--- config.mk ---
export PLATFORM = sky130hd
export DESIGN_NAME = polynomial_term_store
export DESIGN_NICKNAME = d
export VERILOG_FILES = /design/src/sv/pts_pkg.sv /design/src/sv/pts_ram.sv /design/src/sv/polynomial_term_store.sv
export VERILOG_INCLUDE_DIRS = /design/src /design/src/sv
export SDC_FILE = /design/constraint.sdc
export NUM_CORES = 2
export LEC_CHECK = 0
export ABC_AREA = 1
export CAP_MARGIN = 30
export CORE_AREA = 2 2 843 425
export DETAILED_ROUTE_END_ITERATION = 10
export DIE_AREA = 0 0 845 427
export DONT_BUFFER_PORTS = 1
export HOLD_SLACK_MARGIN = 0.06
export SYNTH_ARGS = -nofsm -noshare
export SYNTH_HDL_FRONTEND = slang
export SYNTH_HIERARCHICAL = 1
export SYNTH_SLANG_ARGS = --single-unit
export TNS_END_PERCENT = 5
--- constraint.sdc ---
create_clock -name clk -period 9 [get_ports clk]
set_input_delay 0.9 -clock clk [delete_from_list [all_inputs] [get_ports clk]]
set_output_delay 0.9 -clock clk [all_outputs]
set_load 0.01 [all_outputs]
--- src/sv/polynomial_term_store_assert.svh ---
// Assertion macros for the polynomial term store.
// Used by the top level only; expects clk and rst in scope.
`ifndef POLYNOMIAL_TERM_STORE_ASSERT_SVH
`define POLYNOMIAL_TERM_STORE_ASSERT_SVH

// same-cycle implication
`define PTS_ASSERT_NOW(lbl, ante, cons) \
  lbl: assert property (@(posedge clk) disable iff (rst) (ante) |-> (cons)) \
    else $error("polynomial_term_store: same-cycle check failed");

// next-cycle implication
`define PTS_ASSERT_NEXT(lbl, ante, cons) \
  lbl: assert property (@(posedge clk) disable iff (rst) (ante) |=> (cons)) \
    else $error("polynomial_term_store: next-cycle check failed");

`endif

--- src/sv/pts_pkg.sv ---
// Shared constants and types for the polynomial term store.
// No dependencies.
package pts_pkg;

  localparam int MAX_DEGREE_DEF = 63;
  localparam int COEFF_BITS_DEF = 32;

  typedef enum logic [2:0] {
    ACT_ADD    = 3'd0,
    ACT_READ   = 3'd1,
    ACT_EVAL   = 3'd2,
    ACT_DERIVE = 3'd3,
    ACT_CLEAR  = 3'd4
  } action_t;

  typedef enum logic [3:0] {
    ST_IDLE  = 4'b0001,
    ST_WIPE  = 4'b0010,
    ST_SWEEP = 4'b0100,
    ST_DONE  = 4'b1000
  } state_t;

endpackage

--- src/sv/pts_ram.sv ---
// Generic simple dual-port RAM, one write and one registered read port.
// No dependencies. Read during write to the same address returns old data.
module pts_ram #(
  parameter int WIDTH     = 32,
  parameter int DEPTH     = 64,
  parameter int ADDR_BITS = $clog2(DEPTH)
) (
  input  logic                 clk,
  input  logic                 we,
  input  logic [ADDR_BITS-1:0] waddr,
  input  logic [WIDTH-1:0]     wdata,
  input  logic                 re,
  input  logic [ADDR_BITS-1:0] raddr,
  output logic [WIDTH-1:0]     rdata
);

  logic [WIDTH-1:0] mem [DEPTH];

  always_ff @(posedge clk) begin
    if (we) begin
      mem[waddr] <= wdata;
    end
    if (re) begin
      rdata <= mem[raddr];
    end
  end

endmodule

--- src/sv/polynomial_term_store.sv ---
// Polynomial term store: one integer polynomial held as a dense coefficient
// table in a single RAM (MAX_DEGREE+1 words of COEFF_BITS bits). Every command
// (add term, read, evaluate by Horner's rule, derive in place, clear; codes 5-7
// change nothing) is one sweep over the whole table from the top degree down,
// one word per cycle unless an evaluate works in slices (see below). A command
// reads every word of the table, waits out the RAM read latency, loads the
// result registers and raises done as it returns to idle. The sweep is set
// by the single RAM read port. For COEFF_BITS above 32 the evaluate
// multiplier works in 16-bit slices of x, and each word of an evaluate then
// holds the sweep until all of its slices are in. After reset the block
// clears every word of the RAM with busy high. Each command yields exactly
// one result word, shown for one cycle with done high; the receiver cannot
// stall it.
// depends on: pts_pkg, pts_ram, polynomial_term_store_assert.svh
module polynomial_term_store
  import pts_pkg::*;
#(
  parameter int MAX_DEGREE = MAX_DEGREE_DEF,
  parameter int COEFF_BITS = COEFF_BITS_DEF
) (
  input  logic               clk,
  input  logic               rst,
  input  logic               start,
  output logic               busy,
  input  logic [2:0]         action,
  input  logic [5:0]         degree_sel,
  input  logic signed [31:0] term_coeff,
  input  logic signed [31:0] x_value,
  output logic               done,
  output logic signed [31:0] value,
  output logic [6:0]         term_count,
  output logic signed [6:0]  top_degree,
  output logic               is_zero
);

  `include "polynomial_term_store_assert.svh"

  localparam int W     = COEFF_BITS;
  localparam int DEPTH = MAX_DEGREE + 1;
  localparam int AW    = $clog2(DEPTH);
  localparam int CW    = $clog2(DEPTH + 1);
  // multiplier slice of x per cycle during evaluate
  localparam int CH    = (W <= 32) ? W : 16;
  localparam int K     = (W + CH - 1) / CH;
  localparam int PW    = (K > 1) ? $clog2(K) : 1;
  localparam int MW    = W + CH;
  localparam int DW    = W + AW;

  // control
  state_t          state;
  logic [AW-1:0]   wipe_idx;   // reset clearing pass
  logic [AW-1:0]   idx;        // next address to read
  logic            issue_done; // every address of the sweep has been read
  logic            rd_pend;    // rdata holds word pidx, not yet retired
  logic [AW-1:0]   pidx;
  logic [PW-1:0]   part;       // slice count inside one Horner step

  // latched command
  logic [2:0]      op;
  logic [5:0]      deg;
  logic [W-1:0]    term;
  logic [W-1:0]    xw;

  // datapath
  logic [W-1:0]    acc;
  logic [W-1:0]    mcand;
  logic [W-1:0]    mplier;
  logic [W-1:0]    psum;
  logic [W-1:0]    rd_val;
  logic [CW-1:0]   cnt;
  logic            found;
  logic [AW-1:0]   top;

  // RAM port
  logic            we;
  logic [AW-1:0]   waddr;
  logic [W-1:0]    wdata;
  logic            re;
  logic [W-1:0]    rdata;

  // sweep combinational
  logic            step_done;
  logic            first;
  logic            hit;
  logic            post_en;
  logic [AW-1:0]   post_idx;
  logic [W-1:0]    post;
  logic [DW-1:0]   dprod;
  logic [MW-1:0]   mprod;
  logic [W-1:0]    new_acc;
  logic signed [63:0] x64;
  logic signed [63:0] t64;
  logic signed [W-1:0] fin;
  logic signed [63:0] fin64;

  pts_ram #(
    .WIDTH (W),
    .DEPTH (DEPTH),
    .ADDR_BITS (AW)
  ) u_ram (
    .clk   (clk),
    .we    (we),
    .waddr (waddr),
    .wdata (wdata),
    .re    (re),
    .raddr (idx),
    .rdata (rdata)
  );

  assign busy = (state != ST_IDLE);

  assign x64 = 64'(x_value);
  assign t64 = 64'(term_coeff);

  // a Horner step retires once its last slice is in; other commands retire a word as soon as it is read back
  assign step_done = rd_pend && ((op != ACT_EVAL) || (part == PW'(K - 1)));
  assign first     = (state == ST_SWEEP) && !rd_pend && !issue_done &&
                     (idx == AW'(MAX_DEGREE));
  assign re        = (state == ST_SWEEP) && !issue_done && (!rd_pend || step_done);
  assign hit       = (32'(pidx) == 32'(deg));

  assign dprod   = DW'(rdata) * DW'(pidx);
  assign mprod   = MW'(mcand) * MW'(mplier[CH-1:0]);
  assign new_acc = psum + mprod[W-1:0] + rdata;

  // post-command contents of the word retired this cycle, and its write-back
  always_comb begin
    post_en  = 1'b1;
    post_idx = pidx;
    post     = rdata;
    we       = 1'b0;
    case (op)
      ACT_ADD: begin
        if (hit) begin
          post = rdata + term;
          we   = step_done;
        end
      end
      ACT_DERIVE: begin
        // word d lands in d-1 scaled by d; the constant term falls off
        post_en  = (pidx != '0);
        post_idx = pidx - AW'(1);
        post     = dprod[W-1:0];
        we       = step_done && (pidx != '0);
      end
      ACT_CLEAR: begin
        post = '0;
        we   = step_done;
      end
      default: begin
      end
    endcase
    waddr = post_idx;
    wdata = post;
    // derive empties the top word before any reads return; read-first keeps
    // the old top value for the first step
    if (first && (op == ACT_DERIVE)) begin
      we    = 1'b1;
      waddr = AW'(MAX_DEGREE);
      wdata = '0;
    end
    if (state == ST_WIPE) begin
      we    = 1'b1;
      waddr = wipe_idx;
      wdata = '0;
    end
  end

  always_comb begin
    case (op)
      ACT_EVAL: fin = acc;
      ACT_READ: fin = rd_val;
      default:  fin = '0;
    endcase
  end
  assign fin64 = 64'(fin);

  always_ff @(posedge clk) begin
    if (rst) begin
      state      <= ST_WIPE;
      wipe_idx   <= '0;
      rd_pend    <= 1'b0;
      issue_done <= 1'b0;
      done       <= 1'b0;
    end else begin
      done <= 1'b0;
      case (state)
        ST_WIPE: begin
          wipe_idx <= wipe_idx + AW'(1);
          if (wipe_idx == AW'(MAX_DEGREE)) begin
            state <= ST_IDLE;
          end
        end
        ST_IDLE: begin
          if (start) begin
            op         <= action;
            deg        <= degree_sel;
            term       <= t64[W-1:0];
            xw         <= x64[W-1:0];
            idx        <= AW'(MAX_DEGREE);
            issue_done <= 1'b0;
            rd_pend    <= 1'b0;
            part       <= '0;
            acc        <= '0;
            mcand      <= '0;
            mplier     <= x64[W-1:0];
            psum       <= '0;
            cnt        <= '0;
            found      <= 1'b0;
            top        <= '0;
            rd_val     <= '0;
            state      <= ST_SWEEP;
          end
        end
        ST_SWEEP: begin
          // read issue, overlapped with retiring the previous word
          if (re) begin
            rd_pend <= 1'b1;
            pidx    <= idx;
            if (idx == '0) begin
              issue_done <= 1'b1;
            end else begin
              idx <= idx - AW'(1);
            end
          end else if (step_done) begin
            rd_pend <= 1'b0;
          end
          // Horner step, one slice of x per cycle
          if (rd_pend && (op == ACT_EVAL)) begin
            if (step_done) begin
              acc    <= new_acc;
              mcand  <= new_acc;
              mplier <= xw;
              psum   <= '0;
              part   <= '0;
            end else begin
              mcand  <= mcand << CH;
              mplier <= mplier >> CH;
              psum   <= psum + mprod[W-1:0];
              part   <= part + PW'(1);
            end
          end
          if (step_done) begin
            if (post_en && (post != '0)) begin
              cnt <= cnt + CW'(1);
              if (!found) begin
                found <= 1'b1;
                top   <= post_idx;
              end
            end
            if ((op == ACT_READ) && hit) begin
              rd_val <= rdata;
            end
            if (pidx == '0) begin
              state <= ST_DONE;
            end
          end
        end
        ST_DONE: begin
          value      <= fin64[31:0];
          term_count <= (32'(cnt) > 32'd127) ? 7'd127 : 7'(cnt);
          top_degree <= found ? 7'(top) : 7'h7f;
          is_zero    <= !found;
          done       <= 1'b1;
          state      <= ST_IDLE;
        end
        default: begin
          state <= ST_IDLE;
        end
      endcase
    end
  end

  // checks
  `PTS_ASSERT_NEXT(a_done_single, done, !done)
  `PTS_ASSERT_NOW(a_done_after_sweep, done, $past(state) == ST_DONE)
  `PTS_ASSERT_NOW(a_pend_in_sweep, rd_pend, state == ST_SWEEP)
  `PTS_ASSERT_NOW(a_zero_flags, done, (is_zero == (term_count == 7'd0)) &&
                  (!is_zero || (top_degree == 7'h7f)))

endmodule
# Yosys cells after proc, flatten, opt, wreduce, memory -nomap -nowiden
# Memory sizes are Yosys's and may differ from the RTL's. A register that Yosys moved wholly into a read port is not among the register bits.
# Cells that the tools add are included.
[op_classes] addsub=8 n_mul=2 div=0 n_lt_le_gt_ge=0 eq_ne=25 n_shift=0 mux=65 n_bitwise=2 n_reduce_logical=34
[op_table] cell="32-bit 2-to-1 mux" count=15
[op_table] cell="32-bit one-hot mux with 2 select lines" count=6
[op_table] cell="32-bit adder" count=3
[op_table] cell="32-bit one-hot mux with 3 select lines" count=1
[op_table] cell="6-bit 2-to-1 mux" count=10
[op_table] cell="32-bit by 32-bit multiplier with 32-bit output" count=1
[op_table] cell="32-bit by 6-bit multiplier with 32-bit output" count=1
[op_table] cell="32-bit nonzero test" count=1
[op_table] cell="7-bit 2-to-1 mux" count=4
[op_table] cell="6-bit one-hot mux with 2 select lines" count=2
[op_table] cell="5-bit AND reduction" count=4
[op_table] cell="1-bit 2-to-1 mux" count=16
[op_table] cell="4-bit 2-to-1 mux" count=4
[op_table] cell="7-bit one-hot mux with 2 select lines" count=1
[op_table] cell="6-bit == test, second input constant" count=2
[op_table] cell="6-bit zero test" count=2
[op_table] cell="2-bit by 1-bit inequality test with 1-bit output, second input constant" count=6
[op_table] cell="4-bit one-hot mux with 3 select lines" count=1
[op_table] cell="4-bit AND reduction" count=3
[op_table] cell="6-bit by 1-bit subtractor with 6-bit output, second input constant" count=2
[op_table] cell="1-bit logical AND" count=11
[op_table] cell="2-bit inequality test, second input constant" count=5
[op_table] cell="3-bit AND reduction" count=3
[op_table] cell="1-bit one-hot mux with 2 select lines" count=4
[op_table] cell="23 further kinds" count=28
[word_totals] ff_bits=320 latchBits=0 ramBits=2048 romBits=0 in_bits=76 out_inout_bits=49 elab_cells=162 n_memories=1
[memory_table] name="u_ram.mem" words=64 word_bits=32 read_ports=1 rd_clocked_by_memory_dff=1 wr=1 line="pts_ram.sv:17" rtl="logic [WIDTH-1:0] mem [DEPTH];"

# Depth between registers and ports, before layout
[depth] ltp_word=9 ltp_mapped=40 ltp_nobuf=38

# Hierarchy
# The synthesis kept the hierarchy.
[by_module_without_submodules] mod="pts_ram" n_inst=1 cells_each=6785 area_each_um2=83106.0 seq_area_each_um2=62459.9
[by_module_without_submodules] mod="polynomial_term_store" n_inst=1 cells_each=5040 area_each_um2=40147.3 seq_area_each_um2=9449.1

# Worst setup path after synthesis
# No wires, ideal clock.
[synth_timing] path_kind="register -> register" startpoint="reg mplier[2]" endpoint="reg acc[31], data pin" setup_time_ns=0.266 t_arrival_ns=7.881 t_required_ns=8.734 path_slack_ns=0.853 path_stages_with_launch=39 n_path_buf=2 period_less_slack_ns=8.147 cell_sequence="edfxtp_1 > clkbuf_1 > buf_1 > nand2_1 > inv_1 > fa_1 > inv_1 > fa_1 > inv_1 > fa_1 > inv_1 > fa_1 > inv_1 > fa_1 > inv_1 > fa_1 > inv_1 > fa_1 > (+3 left out) > ha_1 > nand3_1 > nor3_1 > a21oi_1 > o21a_1 > o31ai_1 > xor2_1 > inv_1 > ha_1 > nand2_1 > o21ai_0 > a221oi_1 > nand2_1 > xor2_1 > inv_1 > nand3_1 > nand2_1 > nor2_1"
[synth_via] elab_chain_len=6
[synth_lines] element="start, declared" line="polynomial_term_store.sv:67" rtl="logic [W-1:0] mplier;"
[synth_lines] element="start signal, assigned" line="polynomial_term_store.sv:206" rtl="mplier <= x64[W-1:0];"
[synth_lines] element="start signal, assigned" line="polynomial_term_store.sv:233" rtl="mplier <= xw;"
[synth_lines] element="start signal, assigned" line="polynomial_term_store.sv:238" rtl="mplier <= mplier >> CH;"
[synth_lines] element="32-bit by 32-bit multiplier with 32-bit output" line="polynomial_term_store.sv:123" rtl="assign mprod = MW'(mcand) * MW'(mplier[CH-1:0]);"
[synth_lines] element="32-bit adder (2 in a row)" line="polynomial_term_store.sv:124" rtl="assign new_acc = psum + mprod[W-1:0] + rdata;"
[synth_lines] element="32-bit 2-to-1 mux" line="polynomial_term_store.sv:230" rtl="if (step_done) begin"
[synth_lines] element="32-bit 2-to-1 mux" line="polynomial_term_store.sv:229" rtl="if (rd_pend && (op == ACT_EVAL)) begin"
[synth_lines] element="32-bit one-hot mux with 2 select lines" line="polynomial_term_store.sv:187" rtl="case (state)"
[synth_lines] element="end signal, assigned" line="polynomial_term_store.sv:231" rtl="acc <= new_acc;"
[synth_lines] element="end, declared" line="polynomial_term_store.sv:65" rtl="logic [W-1:0] acc;"
# No other way between the ends. The select of a mux whose other input is x is not followed.
# A chain may end at the register's enable or synchronous reset.

# Final worst setup path
[layout_timing] startpoint="reg mplier[0]" endpoint="reg acc[31], data pin"
# The elaborated chain is that of the path after synthesis.

==> impl_metrics.py <==
metrics = {
    "sta": {
        "fin_crit_sh": 0.9679,
        "setup_ws_ps": 288.9,
        "clock_skew_ps": 83.33,
        "fmaxAchievable_mhz": 114.8,
        "slew_viol_final": 0,
        "rsz0062_at_grt": "true",
        "max_slew_margin": 0.2328,
        "final_hold_viol_count": 0,
        "finalWorstPathRequiredPeriod_ps": 8711,
        "setup_viol": 0,
        "worst_slew_pin_tran_ps": 1151,
    },
    "yosys": {
        "synthDominantAreaCellType": "sky130_fd_sc_hd__edfxtp_1",
        "synth_area_leaders": "sky130_fd_sc_hd__edfxtp_1, sky130_fd_sc_hd__nand2_1, sky130_fd_sc_hd__fa_1",
        "synth_flop_cell": "sky130_fd_sc_hd__edfxtp_1",
        "ys_types": 54,
        "synth_top_area_share": 0.5813,
        "seq_area_frac_synth": 0.5834,
        "async_reset_ff_frac": 0,
        "synth-warning-count": 6,
        "post_synth.cell_area_avg_um2": 10.42,
        "synth_seq_cells": 2399,
        "number_of_enable_flip_flop_cells_after_synthesis": 2386,
        "postSynthCellCount": 11830,
        "post_synth_instance_area_um2": 123300,
        "synth_net_count": 12680,
    },
    "cells_and_area": {
        "final_design_area_no_fill_um2": 136700,
        "share_of_post_route_cells_with_drive_strength_above_1": 0.06815,
        "finalNetCount": 12590,
        "area_delta_synth_final_pct": 10.87,
        "final_core_util": 0.3857,
        "post_layout_nonfiller_instances": 16620,
        "n_fill_cell": 34190,
    },
    "worst_hold_path": {
        "end_point_of_the_most_critical_hold_path": "op[0]",
        "whs_path_depth": 0,
        "worst_hold_startpoint": "action[0]",
        "holdCritPathClass": "in2reg",
    },
    "pwr": {
        "power.ir.vdd_worst_mv": 0.3961,
        "power-per-cell-area_nw_per_um2": 211.2,
        "p_leak_uw": 0.05495,
    },
    "routing": {
        "routed_wirelength_um": 410800,
        "route.antenna.remaining_nets": 0,
        "viasPerCell": 5.244,
        "dr.pass1.iters": 7,
        "via_count_of_the_routed_design": 87170,
        "routed_wire_length_per_instance_um": 24.71,
        "detailedRoute.firstIterationViolations": 12720,
        "drc_errors": 0,
    },
    "setup_path": {
        "setup.worst_path.start_class": "register",
        "worst_r2r_endpoint": "acc[31]",
        "worstRegToRegCells": 33,
        "crit_path_frequent_cell": "sky130_fd_sc_hd__fa_1",
        "timing.critical_path.fanout_max": 7,
        "critical-path-top-delay-family": "adder cells",
        "worst-r2r-setup-slack_ps": 290,
        "critical_path.max_stage_delay_ps": 570,
        "cp.buffers_inverters": 8,
        "worst-endpoint-arrival_ps": 9280,
        "critical_path_class": "reg2reg",
        "timing.critical_path.slowest_stage_cell": "sky130_fd_sc_hd__fa_1",
        "worstPathRequired_ps": 9560,
        "critPathCaptureType": "register",
        "worst_r2r_startpoint": "mplier[0]",
    },
    "placed_design": {
        "dp.cells": 16210,
        "detailedPlace.worstSlack_ps": 86.38,
        "placedInstanceArea_um2": 129600,
        "dpl.hpwl_um": 268200,
        "io_buffers": 0,
        "gp_routability_congestion": 0.9857,
    },
    "clock_tree": {
        "h-tree-depth": 4,
        "insertion_delay_ps": 920,
        "register_clock_pin_slew_on_the_reported_worst_setup_and_hold_paths_ps": 70,
        "tritoncts_clock_tree": "done",
        "cts-root-to-sink-buffers": 4,
        "cts_root_buf": "sky130_fd_sc_hd__clkbuf_16",
        "numClockSinks": 2399,
        "cts_made_buffers": 206,
    },
    "run_status": {
        "run_status": "complete, no violations",
    },
    "floorplan": {
        "core_region_area_um2": 354300,
        "die-height_um": 427,
        "num_io_pins": 125,
        "rows": 155,
        "die-area_um2": 360800,
        "die_width_um": 845,
        "start_util": 0.3479,
    },
    "global_route": {
        "grt_first_pass_wirelength_um": 585100,
        "grt_remaining_overflow": 0,
        "number_of_global_route_vias_before_repair": 79680,
        "grt_antenna_before_repair": 29,
        "grt_start_max_net_pins": 177,
        "grt_util_all_layers": 0.2218,
    },
    "run": {
        "cap_viol_max_count": 0,
    },
}
==> state kept, by name (all words and copies together), names as in the netlist, 7 cells and up <==
signal	count
mplier	32
term_count	7
acc	32
u_ram/rdata	32
psum	32
rd_val	32
xw	32
mcand	32
u_ram/mem	2048
cnt	7
value	32
term	32
==> power breakdown <==
group | internal (uW) | switching [uW]
combinational | 2100 | 4520
clock | 4840 | 4330
sequential | 13000 | 89.9
total | 19900 | 8940
==> layout by cell type (no fill, tap or decap), types with 15 or more instances in the layout <==
cell / synthesis / layout
sky130_fd_sc_hd__buf_12: 0 / 35
sky130_fd_sc_hd__nor2_4: 0 / 84
sky130_fd_sc_hd__inv_6: 0 / 17
sky130_fd_sc_hd__clkbuf_1: 209 / 26
sky130_fd_sc_hd__xnor2_1: 50 / 48
sky130_fd_sc_hd__a22o_1: 33 / 33
sky130_fd_sc_hd__nor3_1: 49 / 40
sky130_fd_sc_hd__nand4_1: 30 / 30
sky130_fd_sc_hd__clkinv_2: 0 / 38
sky130_fd_sc_hd__fa_1: 549 / 546
sky130_fd_sc_hd__clkinv_1: 1 / 48
sky130_fd_sc_hd__a32o_1: 32 / 32
sky130_fd_sc_hd__buf_4: 51 / 293
sky130_fd_sc_hd__bufinv_16: 0 / 21
sky130_fd_sc_hd__nand2_1: 3615 / 3612
sky130_fd_sc_hd__a21oi_1: 166 / 158
sky130_fd_sc_hd__nand3_1: 2066 / 2065
sky130_fd_sc_hd__nor2_1: 376 / 289
sky130_fd_sc_hd__inv_1: 1335 / 1322
sky130_fd_sc_hd__xor2_1: 64 / 60
sky130_fd_sc_hd__edfxtp_1: 2386 / 2386
sky130_fd_sc_hd__clkbuf_16: 0 / 207
sky130_fd_sc_hd__inv_2: 6 / 15
sky130_fd_sc_hd__o21ai_0: 73 / 68
sky130_fd_sc_hd__or2_2: 15 / 15
sky130_fd_sc_hd__ha_1: 228 / 222
==> cells by family (layout without fill, tap and decap cells) <==
logic type / Yosys count / in the layout / share of synthesized area
XOR/XNOR: 117 / 117 / 0.008497
AO/OA/AOI/OAI: 374 / 374 / 0.01876
buffers and inverters: 1973 / 2048 / 0.06531
other: 0 / 13 / 0
adder cells (fa/ha/maj): 777 / 777 / 0.1123
AND/OR/NAND/NOR: 6185 / 6185 / 0.2117
flip-flops: 2399 / 2399 / 0.5834
==> per-layer routing <==
metal  vias up  GRT usage  wire length (um)
li1      39050          -                 -
met3       365     0.1303             75990
met1     42740     0.3494            188600
met4         6    0.03102              5530
met5         -          0                45
met2      5006     0.2536            140600
==> final cells by class <==
| cell class | instances | area (um^2) | share of cell area |
|---|---|---|---|
| tap | 4710 | 5893 | 0.04312 |
| sequential | 2399 | 71910 | 0.5262 |
| antenna | 13 | 32.53 | 0.0002381 |
| inverter | 1343 | 5080 | 0.03717 |
| timing repair buffer | 334 | 2999 | 0.02195 |
| clock inverter | 138 | 1291 | 0.009449 |
| clock buffer | 233 | 5278 | 0.03862 |
| multi-input combinational | 7453 | 44170 | 0.3232 |
==> metrics by stage <==
step	total power [uW]	hold slack, ps	setup TNS, ps
floorplan	16870	426.4	0
global placement	19400	458.7	-139.1
detailed placement	19340	444.9	0
CTS	28380	60.52	0
global route	29950	82.50	-311.3
finish	28860	125.2	0
==> worst max-delay path by stage <==
stage | start | endpoint | slack (ps) | depth (start not counted)
floorplan | mplier[2] | acc[31] | 850 | 38
detailed placement | mplier[3] | acc[31] | 90 | 34
global route | mplier[4] | mcand[31] | -80 | 35
global placement | mplier[3] | acc[29] | -80 | 34
CTS | mplier[3] | mcand[31] | 20 | 34
finish | mplier[0] | acc[31] | 290 | 33
==> Yosys cell counts, drive strengths merged (6+ instances only) <==
master	number
xnor2	52
edfxtp	2386
o21bai	13
o31ai	6
nor3	51
o21a	7
a32o	32
fa	549
xor2	65
a31oi	12
nor4	8
clkbuf	209
nand2	3617
ha	228
buf	421
nand4	30
a21oi	166
nor2	377
or2	16
o21ai	78
nand3b	9
a22o	33
inv	1342
nand3	2068
dfxtp	13
==> what timing repair did <==
| item | in CTS | in global routing |
|---|---|---|
| hold endpoints to repair | 2 | 0 |
| setup buffers | 0 | 18 |
| hold buffers | 1 | 0 |
| gates resized for setup | 0 | 45 |
| endpoints found under the setup margin | 0 | 24 |
No activity file was read; power rests on OpenSTA's default activity.
